### config.mk
export PLATFORM = sky130hd
export DESIGN_NAME = button_debounce_chord_longpress_top
export DESIGN_NICKNAME = d
export VERILOG_FILES = /design/src/rtl/bdcl_pkg.sv /design/src/rtl/bdcl_lane.sv /design/src/rtl/bdcl_merge.sv /design/src/rtl/button_debounce_chord_longpress_top.sv
export SDC_FILE = /design/constraint.sdc
export NUM_CORES = 1
export LEC_CHECK = 0
export BUFFER_PORTS_ARGS = -buffer_cell sky130_fd_sc_hd__buf_2
export CAP_MARGIN = 20
export CORE_MARGIN = 10
export CORE_UTILIZATION = 45
export CTS_CLUSTER_DIAMETER = 120
export DETAILED_ROUTE_END_ITERATION = 7
export GPL_TIMING_DRIVEN = 0
export MAX_ROUTING_LAYER = met4
export PLACE_DENSITY_LB_ADDON = 0.05
export RECOVER_POWER = 25
export SKIP_LAST_GASP = 1
export SLEW_MARGIN = 10
export SYNTH_ARGS = -nofsm -noshare
export SYNTH_HDL_FRONTEND = slang
export SYNTH_SLANG_ARGS = --single-unit
### constraint.sdc
create_clock -name clock -period 3.76 [get_ports clock]
set_clock_uncertainty 0.15 [all_clocks]
set_input_delay 0.188 -clock clock [delete_from_list [all_inputs] [get_ports clock]]
set_output_delay 0.188 -clock clock [all_outputs]
set_load 0.1 [all_outputs]
### src/rtl/bdcl_pkg.sv
package bdcl_pkg;

   // lane counts: three buttons plus the encoder switch
   localparam int NUM_BUTTONS = 3;
   localparam int NUM_PINS    = 4;

   // debounce history length default
   localparam int HISTORY_BITS_DEFAULT = 8;

   // hold counter and threshold
   localparam int HOLD_BITS = 8;
   localparam logic [HOLD_BITS-1:0] HOLD_MAX         = 8'hFF;
   localparam logic [HOLD_BITS-1:0] LONG_PRESS_RESET = 8'd200;

   // one scan tick of raw pin levels, 0 means pushed
   typedef struct packed {
      logic pin_button_one;
      logic pin_button_two;
      logic pin_button_three;
      logic pin_encoder_switch;
   } req_type;

   // one result per scan tick
   typedef struct packed {
      logic [3:0] pressed_mask;
      logic       channel_valid;
      logic [2:0] channel_chord;
      logic [2:0] speed_mask;
   } rsp_type;

   // what one debounce lane tells the merge stage
   typedef struct packed {
      logic pressed_prev;
      logic pressed_next;
      logic rise;
   } lane_status_type;

endpackage

### src/rtl/bdcl_lane.sv
module bdcl_lane #(
   parameter int HISTORY_BITS = bdcl_pkg::HISTORY_BITS_DEFAULT
) (
   input  logic                      clock,
   input  logic                      reset,
   input  logic                      accept,
   input  logic                      pin_level,
   output bdcl_pkg::lane_status_type status
);

   logic [HISTORY_BITS-1:0] history_ff;
   logic [HISTORY_BITS-1:0] history_in;
   logic                    pressed_ff;
   logic                    pressed_in;
   logic                    all_ones;
   logic                    all_zeros;

   // shift in a one when the pin is pulled low
   assign history_in = {history_ff[HISTORY_BITS-2:0], ~pin_level};
   assign all_ones   = &history_in;
   assign all_zeros  = ~|history_in;

   // debounced state flips only on a full history
   assign pressed_in = pressed_ff ? ~all_zeros : all_ones;

   assign status.pressed_prev = pressed_ff;
   assign status.pressed_next = pressed_in;
   assign status.rise         = ~pressed_ff & all_ones;

   // lane state
   always_ff @(posedge clock) begin
      if (reset) begin
         history_ff <= '0;
         pressed_ff <= 1'b0;
      end else if (accept) begin
         history_ff <= history_in;
         pressed_ff <= pressed_in;
      end
   end

endmodule

### src/rtl/bdcl_merge.sv
module bdcl_merge (
   input  logic                                  clock,
   input  logic                                  reset,
   input  logic                                  accept,
   input  logic [bdcl_pkg::HOLD_BITS-1:0]        threshold,
   input  bdcl_pkg::lane_status_type             lane_status [bdcl_pkg::NUM_PINS],
   output bdcl_pkg::rsp_type                     result
);

   localparam int NB = bdcl_pkg::NUM_BUTTONS;
   localparam int NP = bdcl_pkg::NUM_PINS;

   logic [bdcl_pkg::HOLD_BITS-1:0] hold_ff   [NB];
   logic [bdcl_pkg::HOLD_BITS-1:0] hold_in   [NB];
   logic [bdcl_pkg::HOLD_BITS-1:0] step_base [NB];
   logic [NB-1:0] rise_vec;
   logic [NB-1:0] prev_vec;
   logic [NP-1:0] next_vec;
   logic [NB-1:0] later_rise;
   logic [NB-1:0] earlier_rise;
   logic [NB-1:0] fire_vec;
   logic [NB-1:0] advance_vec;
   logic [NB-1:0] chord_raw;
   logic          any_rise;

   // gather lane flags
   always_comb begin
      for (int i = 0; i < NP; i++) begin
         next_vec[i] = lane_status[i].pressed_next;
      end
      for (int i = 0; i < NB; i++) begin
         rise_vec[i] = lane_status[i].rise;
         prev_vec[i] = lane_status[i].pressed_prev;
      end
   end

   // presses handled before and after each button in scan order
   always_comb begin
      for (int i = 0; i < NB; i++) begin
         later_rise[i]   = 1'b0;
         earlier_rise[i] = 1'b0;
         for (int j = 0; j < NB; j++) begin
            if (j > i) later_rise[i] = later_rise[i] | rise_vec[j];
            if (j < i) earlier_rise[i] = earlier_rise[i] | rise_vec[j];
         end
      end
   end

   assign any_rise = |rise_vec;

   // per-button hold counter step, chord bit
   always_comb begin
      for (int i = 0; i < NB; i++) begin
         // an earlier press clears this counter before it steps
         step_base[i]   = earlier_rise[i] ? '0 : hold_ff[i];
         fire_vec[i]    = prev_vec[i] && (step_base[i] == threshold) &&
                          (threshold != bdcl_pkg::HOLD_MAX);
         advance_vec[i] = prev_vec[i] && ((step_base[i] < threshold) || fire_vec[i]);
         if (later_rise[i] || rise_vec[i]) begin
            hold_in[i] = '0;
         end else if (advance_vec[i]) begin
            hold_in[i] = step_base[i] + 1'b1;
         end else begin
            hold_in[i] = step_base[i];
         end
         // buttons up to the last press show updated state
         chord_raw[i] = (later_rise[i] || rise_vec[i]) ? next_vec[i] : prev_vec[i];
      end
   end

   assign result.pressed_mask  = next_vec;
   assign result.channel_valid = any_rise;
   assign result.channel_chord = any_rise ? chord_raw : '0;
   assign result.speed_mask    = fire_vec;

   // hold counters
   always_ff @(posedge clock) begin
      if (reset) begin
         for (int i = 0; i < NB; i++) hold_ff[i] <= '0;
      end else if (accept) begin
         for (int i = 0; i < NB; i++) hold_ff[i] <= hold_in[i];
      end
   end

endmodule

### src/rtl/button_debounce_chord_longpress_top.sv
// Debouncer for three push buttons and an encoder switch with chord and
// long-press reporting.
// Request channel: req_valid / req_stall / req_payload, one scan tick of four
// raw active-low pin levels per request.
// Response channel: rsp_valid / rsp_stall / rsp_payload, exactly one response
// per request: debounced states, newly-pressed chord event, speed events.
// Config: csr_wr_en / csr_wr_data load the long-press threshold; write only
// while no request is in flight.
// Latency: the response is valid on the cycle after the request is taken.
// Throughput: one request per cycle unless req_stall; four debounce lanes and
// the merge are combinational; the single output register is the only buffer.
// Stall: while a response waits under rsp_stall, req_stall is raised; the
// output register is refilled on the same edge a waiting response is taken.
// Reset: histories, debounced states and hold counters clear, the threshold
// returns to 200, and no response is pending.
module button_debounce_chord_longpress_top #(
   parameter int HISTORY_BITS = bdcl_pkg::HISTORY_BITS_DEFAULT
) (
   input  logic                           clock,
   input  logic                           reset,
   input  logic                           req_valid,
   output logic                           req_stall,
   input  bdcl_pkg::req_type              req_payload,
   output logic                           rsp_valid,
   input  logic                           rsp_stall,
   output bdcl_pkg::rsp_type              rsp_payload,
   input  logic                           csr_wr_en,
   input  logic [bdcl_pkg::HOLD_BITS-1:0] csr_wr_data
);

   logic [bdcl_pkg::HOLD_BITS-1:0] threshold_ff;
   logic [bdcl_pkg::NUM_PINS-1:0]  pin_vec;
   bdcl_pkg::lane_status_type      lane_status [bdcl_pkg::NUM_PINS];
   bdcl_pkg::rsp_type              result;
   bdcl_pkg::rsp_type              rsp_payload_ff;
   logic                           rsp_valid_ff;
   logic                           rsp_valid_in;
   logic                           accept;

   // handshake
   assign req_stall    = rsp_valid_ff & rsp_stall;
   assign accept       = req_valid & ~req_stall;
   assign rsp_valid_in = accept | (rsp_valid_ff & rsp_stall);

   // lane 0..2 buttons, lane 3 encoder switch
   assign pin_vec = {req_payload.pin_encoder_switch, req_payload.pin_button_three,
                     req_payload.pin_button_two, req_payload.pin_button_one};

   // debounce lanes
   for (genvar g = 0; g < bdcl_pkg::NUM_PINS; g++) begin : g_lane
      bdcl_lane #(
         .HISTORY_BITS (HISTORY_BITS)
      ) u_lane (
         .clock     (clock),
         .reset     (reset),
         .accept    (accept),
         .pin_level (pin_vec[g]),
         .status    (lane_status[g])
      );
   end

   // chord and long-press merge
   bdcl_merge u_merge (
      .clock       (clock),
      .reset       (reset),
      .accept      (accept),
      .threshold   (threshold_ff),
      .lane_status (lane_status),
      .result      (result)
   );

   // threshold register
   always_ff @(posedge clock) begin
      if (reset) begin
         threshold_ff <= bdcl_pkg::LONG_PRESS_RESET;
      end else if (csr_wr_en) begin
         threshold_ff <= csr_wr_data;
      end
   end

   // output register
   always_ff @(posedge clock) begin
      if (reset) begin
         rsp_valid_ff <= 1'b0;
      end else begin
         rsp_valid_ff <= rsp_valid_in;
      end
      if (accept) begin
         rsp_payload_ff <= result;
      end
   end

   assign rsp_valid   = rsp_valid_ff;
   assign rsp_payload = rsp_payload_ff;

endmodule

==> impl_metrics.tcl, run 1 <==
set metrics [dict create \
    netlist.area_leader.share 0.261 \
    syn_inst 435 \
    post_drt_wl_per_cell_microns 16.1 \
    nNetsFinal 546 \
    vias 3362 \
    routabilityCongestion 0.859 \
    clock_tree.root_cell "clkbuf_8" \
    grt_usage 0.159 \
    hold_end "threshold_ff[0]$_SDFFE_PP0P_" \
    synthTopCellsByArea "edfxtp_1, dfxtp_1, ha_1, nand2_1, a21oi_1" \
    post-route-cell-area_sq_um 4920 \
    ff2ff_path_depth 14 \
    max_stage_delay_ns 0.52 \
    n_antenna_cell 0 \
    grt_max_degree 21 \
    synth_cell_type_count 49 \
    placed_area_sq_um 4310 \
    syn_nets 478 \
    max_freq_ghz 0.270 \
    r2r_start "g_lane[0].u_lane.history_ff[5]$_SDFFE_PP0P_" \
    cp.required_ns 3.71 \
    ys.flop_type "dfxtp_1" \
    power_mw 1.98 \
    ant_nets 0 \
    area_growth_syn_to_layout_pct 22.1 \
    setup_ws_ns 0.0518 \
    drc_errors 0 \
    synth-edff-count 35 \
    holdPathStages 3 \
    antenna_found_initial 0 \
    port_buffers 29 \
    status "finished clean" \
    power_density_nw_per_um2 402 \
    finalHoldViolCount 0 \
    stdcell_count 616 \
    fin_crit_sh 0.986 \
    worstMarginPinSlew_ns 1.20 \
    final_max_slew_viol_count 0 \
    grt_pass1_wl_mm 16.3 \
    clk_latency_ns 0.35 \
    synth.largest_area_cell "edfxtp_1" \
    clock_path_buffers 2 \
    syn-cell-area_sq_um 4030 \
    startpoint_type "register" \
    r2r_slack_ns 0.05 \
    ys_ff_latch 76 \
    crit_path_end_kind "register" \
    drt_first_pass_iters 4 \
    cts_buffers 9 \
    hold_path.class "input port to register" \
    setup_viol 0 \
    die-area_sq_um 13100 \
    dpl_worst_slack_ns -0.396 \
    ios 30 \
    setup.worst_path.class "register to register" \
    syn_avg_cell_area_sq_um 9.26 \
    cp_data_arrival_time_ns 3.66 \
    reg2reg_to "u_merge.hold_ff[0][23]$_SDFFCE_PP0P_" \
    peakVddDrop_v 0.000209 \
    async_flop_share 0 \
    rsz0062_at_grt "yes" \
    routed_via_density 5.46 \
    htreeDepth 3 \
    drive_gt1_frac 0.156 \
    min-delay-start "csr_wr_en" \
    initial_core_util 0.462 \
    max_slew_margin 0.204 \
    fin_crit_ns 3.71 \
    cts_sinks 76 \
    drtIter0Drc 133 \
    crit_family "compound AO/OA/AOI/OAI gates" \
    crit_path_max_fanout 10 \
    critPathSlowestCell "or4_4" \
    synth_warnings 0 \
    crit_buf_inv 3 \
    core_sq_um 8720 \
    placed_cells 572 \
    wl_mm 9.92 \
    fp.dieH_microns 115 \
    grt.overflow.total 0 \
    fp-row-count 34 \
    path_clk_slew_ns 0.08 \
    path_cells "nand4_1 -> or4_4 -> buf_8 -> buf_8 -> and3_4 -> ha_4 -> a21o_1 -> a21o_1 -> a211oi_4 -> o22ai_2 -> o31ai_4 -> buf_6 -> nand4_1 -> mux2i_1" \
    grt_pass1_vias 3346 \
    leakage_nw 1.96 \
    die_w_microns 115 \
    maxCapViolations 0 \
    dpl.hpwl_mm 6.98 \
    cts_tree "done" \
    yosysSeqAreaShare 0.464 \
]
-- tightest hold or removal path, cell delays in order --
cell and delay (ns):
buf_2 0.11, mux2i_1 0.07, nor2_1 0.09
-- report_power, final --
| part | total, mW | internal (mW) | switching, mW | leakage, nW |
|---|---|---|---|---|
| sequential | 0.938 | 0.906 | 0.0320 | 0.707 |
| clock | 0.751 | 0.437 | 0.314 | 0.122 |
| combinational | 0.290 | 0.103 | 0.187 | 1.13 |
| total | 1.98 | 1.45 | 0.533 | 1.96 |
-- state kept, by name (all words and copies together) (netlist names) --
name                      count
g_lane.u_lane.history_ff     28
g_lane.u_lane.pressed_ff      4
rsp_payload                  11
rsp_valid                     1
threshold_ff                  8
u_merge.hold_ff              24
-- worst max-delay path by stage --
| stage | cells past startpoint | to | slack, ns | start |
|---|---|---|---|---|
| after floorplan | 16 | u_merge.hold_ff[0][19]$_SDFFCE_PP0P_ | 0.11 | g_lane[0].u_lane.history_ff[5]$_SDFFE_PP0P_ |
| final | 14 | u_merge.hold_ff[0][23]$_SDFFCE_PP0P_ | 0.05 | g_lane[0].u_lane.history_ff[5]$_SDFFE_PP0P_ |
| after global placement | 14 | u_merge.hold_ff[0][15]$_SDFFCE_PP0P_ | -0.38 | g_lane[0].u_lane.history_ff[3]$_SDFFE_PP0P_ |
| after CTS | 15 | u_merge.hold_ff[0][19]$_SDFFCE_PP0P_ | -0.01 | g_lane[0].u_lane.history_ff[6]$_SDFFE_PP0P_ |
| after global routing | 14 | u_merge.hold_ff[0][19]$_SDFFCE_PP0P_ | -0.02 | g_lane[0].u_lane.history_ff[5]$_SDFFE_PP0P_ |
| after detailed placement | 16 | u_merge.hold_ff[0][19]$_SDFFCE_PP0P_ | -0.40 | g_lane[0].u_lane.history_ff[3]$_SDFFE_PP0P_ |
-- logic make-up (layout without fill, tap and decap cells) --
| family | after synthesis | after routing | synth area share |
|---|---|---|---|
| multiplexers | 9 | 9 | 0.0227 |
| AND/OR/NAND/NOR | 190 | 190 | 0.233 |
| flip-flops | 76 | 76 | 0.464 |
| adder cells (fa/ha/maj) | 26 | 26 | 0.0807 |
| XOR/XNOR | 8 | 8 | 0.0174 |
| buffers and inverters | 39 | 112 | 0.0404 |
| AO/OA/AOI/OAI | 87 | 87 | 0.142 |
-- stage by stage --
stage / util / hold slack [ns] / setup TNS, ns
2_1_floorplan: - / 0.134 / 0
3_3_place_gp: 0.494 / 0.255 / -2.83
3_5_place_dp: 0.494 / 0.257 / -3.25
4_1_cts: 0.549 / 0.00614 / -0.0147
5_1_grt: 0.564 / 0.0257 / -0.0602
6_report: 0.564 / 0.00493 / 0
-- layer usage --
| layer | track usage | routed length (microns) |
|---|---|---|
| met2 | 0.270 | 5150 |
| met3 | 0.0257 | 263 |
| met4 | 0.0535 | 107 |
| met5 | - | 0 |
| met1 | 0.186 | 4390 |
-- cells in the mapped netlist, types with 3 or more instances --
| cell | number |
|---|---|
| xnor2_1 | 4 |
| nor3_1 | 5 |
| a21oi_1 | 42 |
| a21o_1 | 5 |
| or3_1 | 3 |
| nand4_1 | 11 |
| o31ai_1 | 3 |
| nor4_1 | 4 |
| nor2b_1 | 4 |
| mux2i_1 | 8 |
| or4_1 | 4 |
| dfxtp_1 | 41 |
| inv_1 | 21 |
| and2_1 | 11 |
| edfxtp_1 | 35 |
| nand2b_1 | 3 |
| xor2_1 | 4 |
| buf_1 | 4 |
| nand4b_1 | 3 |
| o21a_1 | 4 |
| and3_1 | 9 |
| nand2_1 | 82 |
| nor2_1 | 30 |
| nor4b_1 | 4 |
| ha_1 | 26 |
| a31o_2 | 3 |
| o211ai_1 | 3 |
| o21ai_0 | 7 |
| nand3_1 | 10 |
| a211oi_1 | 6 |
| clkbuf_1 | 11 |
-- repair_timing --
item / CTS / global route
setup buffers: 8 / 5
endpoints found under the setup margin: 15 / 16
pin swaps: 3 / 11
endpoints found under the hold margin: 13 / 0
resized for setup: 13 / 20
hold buffers: 14 / 0
cloned: 0 / 1
-- layout by cell type (no fill, tap or decap), types with 4 or more instances in the layout --
cell / count
a211oi_1: 5
a21o_1: 5
a21oi_1: 41
and2_1: 9
and3_1: 8
buf_2: 15
buf_4: 14
clkbuf_1: 26
clkbuf_8: 10
dfxtp_1: 37
dfxtp_2: 4
dlygate4sd3_1: 14
edfxtp_1: 35
ha_1: 23
inv_1: 21
mux2i_1: 8
nand2_1: 82
nand3_1: 10
nand4_1: 11
nor2_1: 30
nor3_1: 5
nor4b_1: 4
o21a_1: 4
o21ai_0: 7
xnor2_1: 4
xor2_1: 4
-- final cells by class --
type / count / area (sq um)
Multi-Input combinational cell: 320 / 2100
Timing Repair Buffer: 58 / 377
Buffer: 17 / 106
Tap cell: 108 / 135
Inverter: 21 / 78.8
Clock inverter: 4 / 77.6
Fill cell: 785 / 3800
Clock buffer: 12 / 166
Sequential cell: 76 / 1880
(Power assumes the default switching activity.)
==> inputs of run 2 (changes only) <==
--- a/constraint.sdc
+++ b/constraint.sdc
@@ -3,3 +3,3 @@
 set_input_delay 0.188 -clock clock [delete_from_list [all_inputs] [get_ports clock]]
 set_output_delay 0.188 -clock clock [all_outputs]
-set_load 0.1 [all_outputs]
+set_load 0.01 [all_outputs]
==> impl_metrics.tcl, run 2 (synthesis gave the netlist of run 1 again) <==
set metrics [dict create \
    ant_nets 0 \
    power_density_nw_per_um2 393 \
    grt_pass1_wl_mm 16.3 \
    dpl.hpwl_mm 6.98 \
    startpoint_type "register" \
    setup.worst_path.class "register to register" \
    r2r_start "g_lane[0].u_lane.history_ff[5]$_SDFFE_PP0P_" \
    fp-row-count 34 \
    setup_ws_ns 0.0518 \
    fin_crit_sh 0.986 \
    drc_errors 0 \
    maxCapViolations 0 \
    cp_data_arrival_time_ns 3.66 \
    hold_path.class "input port to register" \
    ios 30 \
    seqCellArea_sq_um 1880 \
    path_clk_slew_ns 0.08 \
    crit_path_max_fanout 10 \
    cts_sinks 76 \
    cts_buffers 9 \
    reg2reg_to "u_merge.hold_ff[0][23]$_SDFFCE_PP0P_" \
    drtIter0Drc 133 \
    fp.dieH_microns 115 \
    area_growth_syn_to_layout_pct 22.1 \
    critPathLaunch "g_lane[0].u_lane.history_ff[5]$_SDFFE_PP0P_" \
    nFillCells 784 \
    crit_path_end_kind "register" \
    clock_path_buffers 2 \
    dpl_worst_slack_ns -0.396 \
    port_buffers 29 \
    nNetsFinal 546 \
    grt_usage 0.159 \
    routed_via_density 5.46 \
    die-area_sq_um 13100 \
    hold_slack_ns 0.00493 \
    r2r_slack_ns 0.05 \
    endpoint "u_merge.hold_ff[0][23]$_SDFFCE_PP0P_" \
    clock_tree.root_cell "clkbuf_8" \
    peakVddDrop_v 0.000209 \
    fin_util 0.564 \
    final_cell_mix "nand2_1, a21oi_1, dfxtp_1, edfxtp_1, nor2_1" \
    routabilityCongestion 0.859 \
    leakage_nw 1.96 \
    core_sq_um 8720 \
    drive_gt1_frac 0.154 \
    drt_first_pass_iters 4 \
    wl_mm 9.92 \
    cp.required_ns 3.71 \
    worstMarginPinSlew_ns 1.00 \
    clk_latency_ns 0.35 \
    rsz0062_at_grt "yes" \
    max_slew_margin 0.325 \
    layout_commonest_cell "nand2_1" \
    htreeDepth 3 \
    status "finished clean" \
    ff2ff_path_depth 14 \
    max_freq_ghz 0.270 \
    finalHoldViolCount 0 \
    grt.overflow.total 0 \
    fin_crit_ns 3.71 \
    cts_tree "done" \
    largest_reg_flops 28 \
    die_w_microns 115 \
    grt_pass1_vias 3346 \
    final_max_slew_viol_count 0 \
    vias 3362 \
    power_mw 1.93 \
    post_drt_wl_per_cell_microns 16.1 \
    antenna_found_initial 0 \
    grt_max_degree 21 \
    registers.top_by_ff_count "g_lane.u_lane.history_ff" \
    multiInputGateArea_sq_um 2100 \
    n_antenna_cell 0 \
    fin_setup_tns_ns 0 \
    setup_viol 0 \
    initial_core_util 0.462 \
]
run 2: cell types whose count changed in the layout (fill, tap and decap cells not counted):
cell,delta
buf_2,-1
clkbuf_1,+1
run 2: critical path: stages, from the launching register on:
cell and delay (ns):
dfxtp_2 0.35, nand4_1 0.09, or4_4 0.52, buf_8 0.14
buf_8 0.13, and3_4 0.19, ha_4 0.23, a21o_1 0.17
a21o_1 0.19, a211oi_4 0.34, o22ai_2 0.16, o31ai_4 0.34
buf_6 0.19, nand4_1 0.11, mux2i_1 0.15
run 2: how the worst min path moves through the flow:
stage                         startpoint                                          end  slack, ns  cells after the start
after floorplan           req_payload[1]  g_lane[2].u_lane.history_ff[0]$_SDFFE_PP0P_       0.13                      1
after global placement    req_payload[1]  g_lane[2].u_lane.history_ff[0]$_SDFFE_PP0P_       0.25                      2
after detailed placement  req_payload[3]  g_lane[0].u_lane.history_ff[0]$_SDFFE_PP0P_       0.26                      2
after CTS                      csr_wr_en                 threshold_ff[0]$_SDFFE_PP0P_      0.006                      3
after global routing           csr_wr_en                 threshold_ff[0]$_SDFFE_PP0P_       0.03                      3
final                          csr_wr_en                 threshold_ff[0]$_SDFFE_PP0P_      0.005                      3
run 2: cell type report:
cell class,count,share of cell area
timing repair buffer,58,0.0763
multi-input combinational,320,0.428
tap,108,0.0275
buffer,17,0.0216
inverter,21,0.0160
clock buffer,12,0.0338
clock inverter,4,0.0158
sequential,76,0.381
run 2: report_power, final:
| part | leakage (nW) | switching, mW | internal [mW] |
|---|---|---|---|
| clock network | 0.122 | 0.314 | 0.437 |
| registers | 0.707 | 0.0320 | 0.906 |
| logic | 1.13 | 0.140 | 0.103 |
| total | 1.96 | 0.487 | 1.45 |
run 2: through the flow:
stage	instance area (sq um)	std cells
final	4920	616
after global routing	4920	616
after floorplan	4030	435
after detailed placement	4310	572
after global placement	4310	572
after CTS	4790	609
run 2: layer usage:
layer  vias up  part of all wire  global-route usage
met5         -                 0                   -
met2        52              0.52               0.270
met3         9             0.027              0.0257
met4         0             0.011              0.0535
li1       1693                 -                   -
met1      1608              0.44               0.186
run 2: what timing repair did:
item | CTS | global route
endpoints found under the hold margin | 13 | 0
pin swaps | 3 | 11
resized for setup | 13 | 20
cloned | 0 | 1
hold buffers | 14 | 0
setup buffers | 8 | 5
setup endpoints to repair | 15 | 16
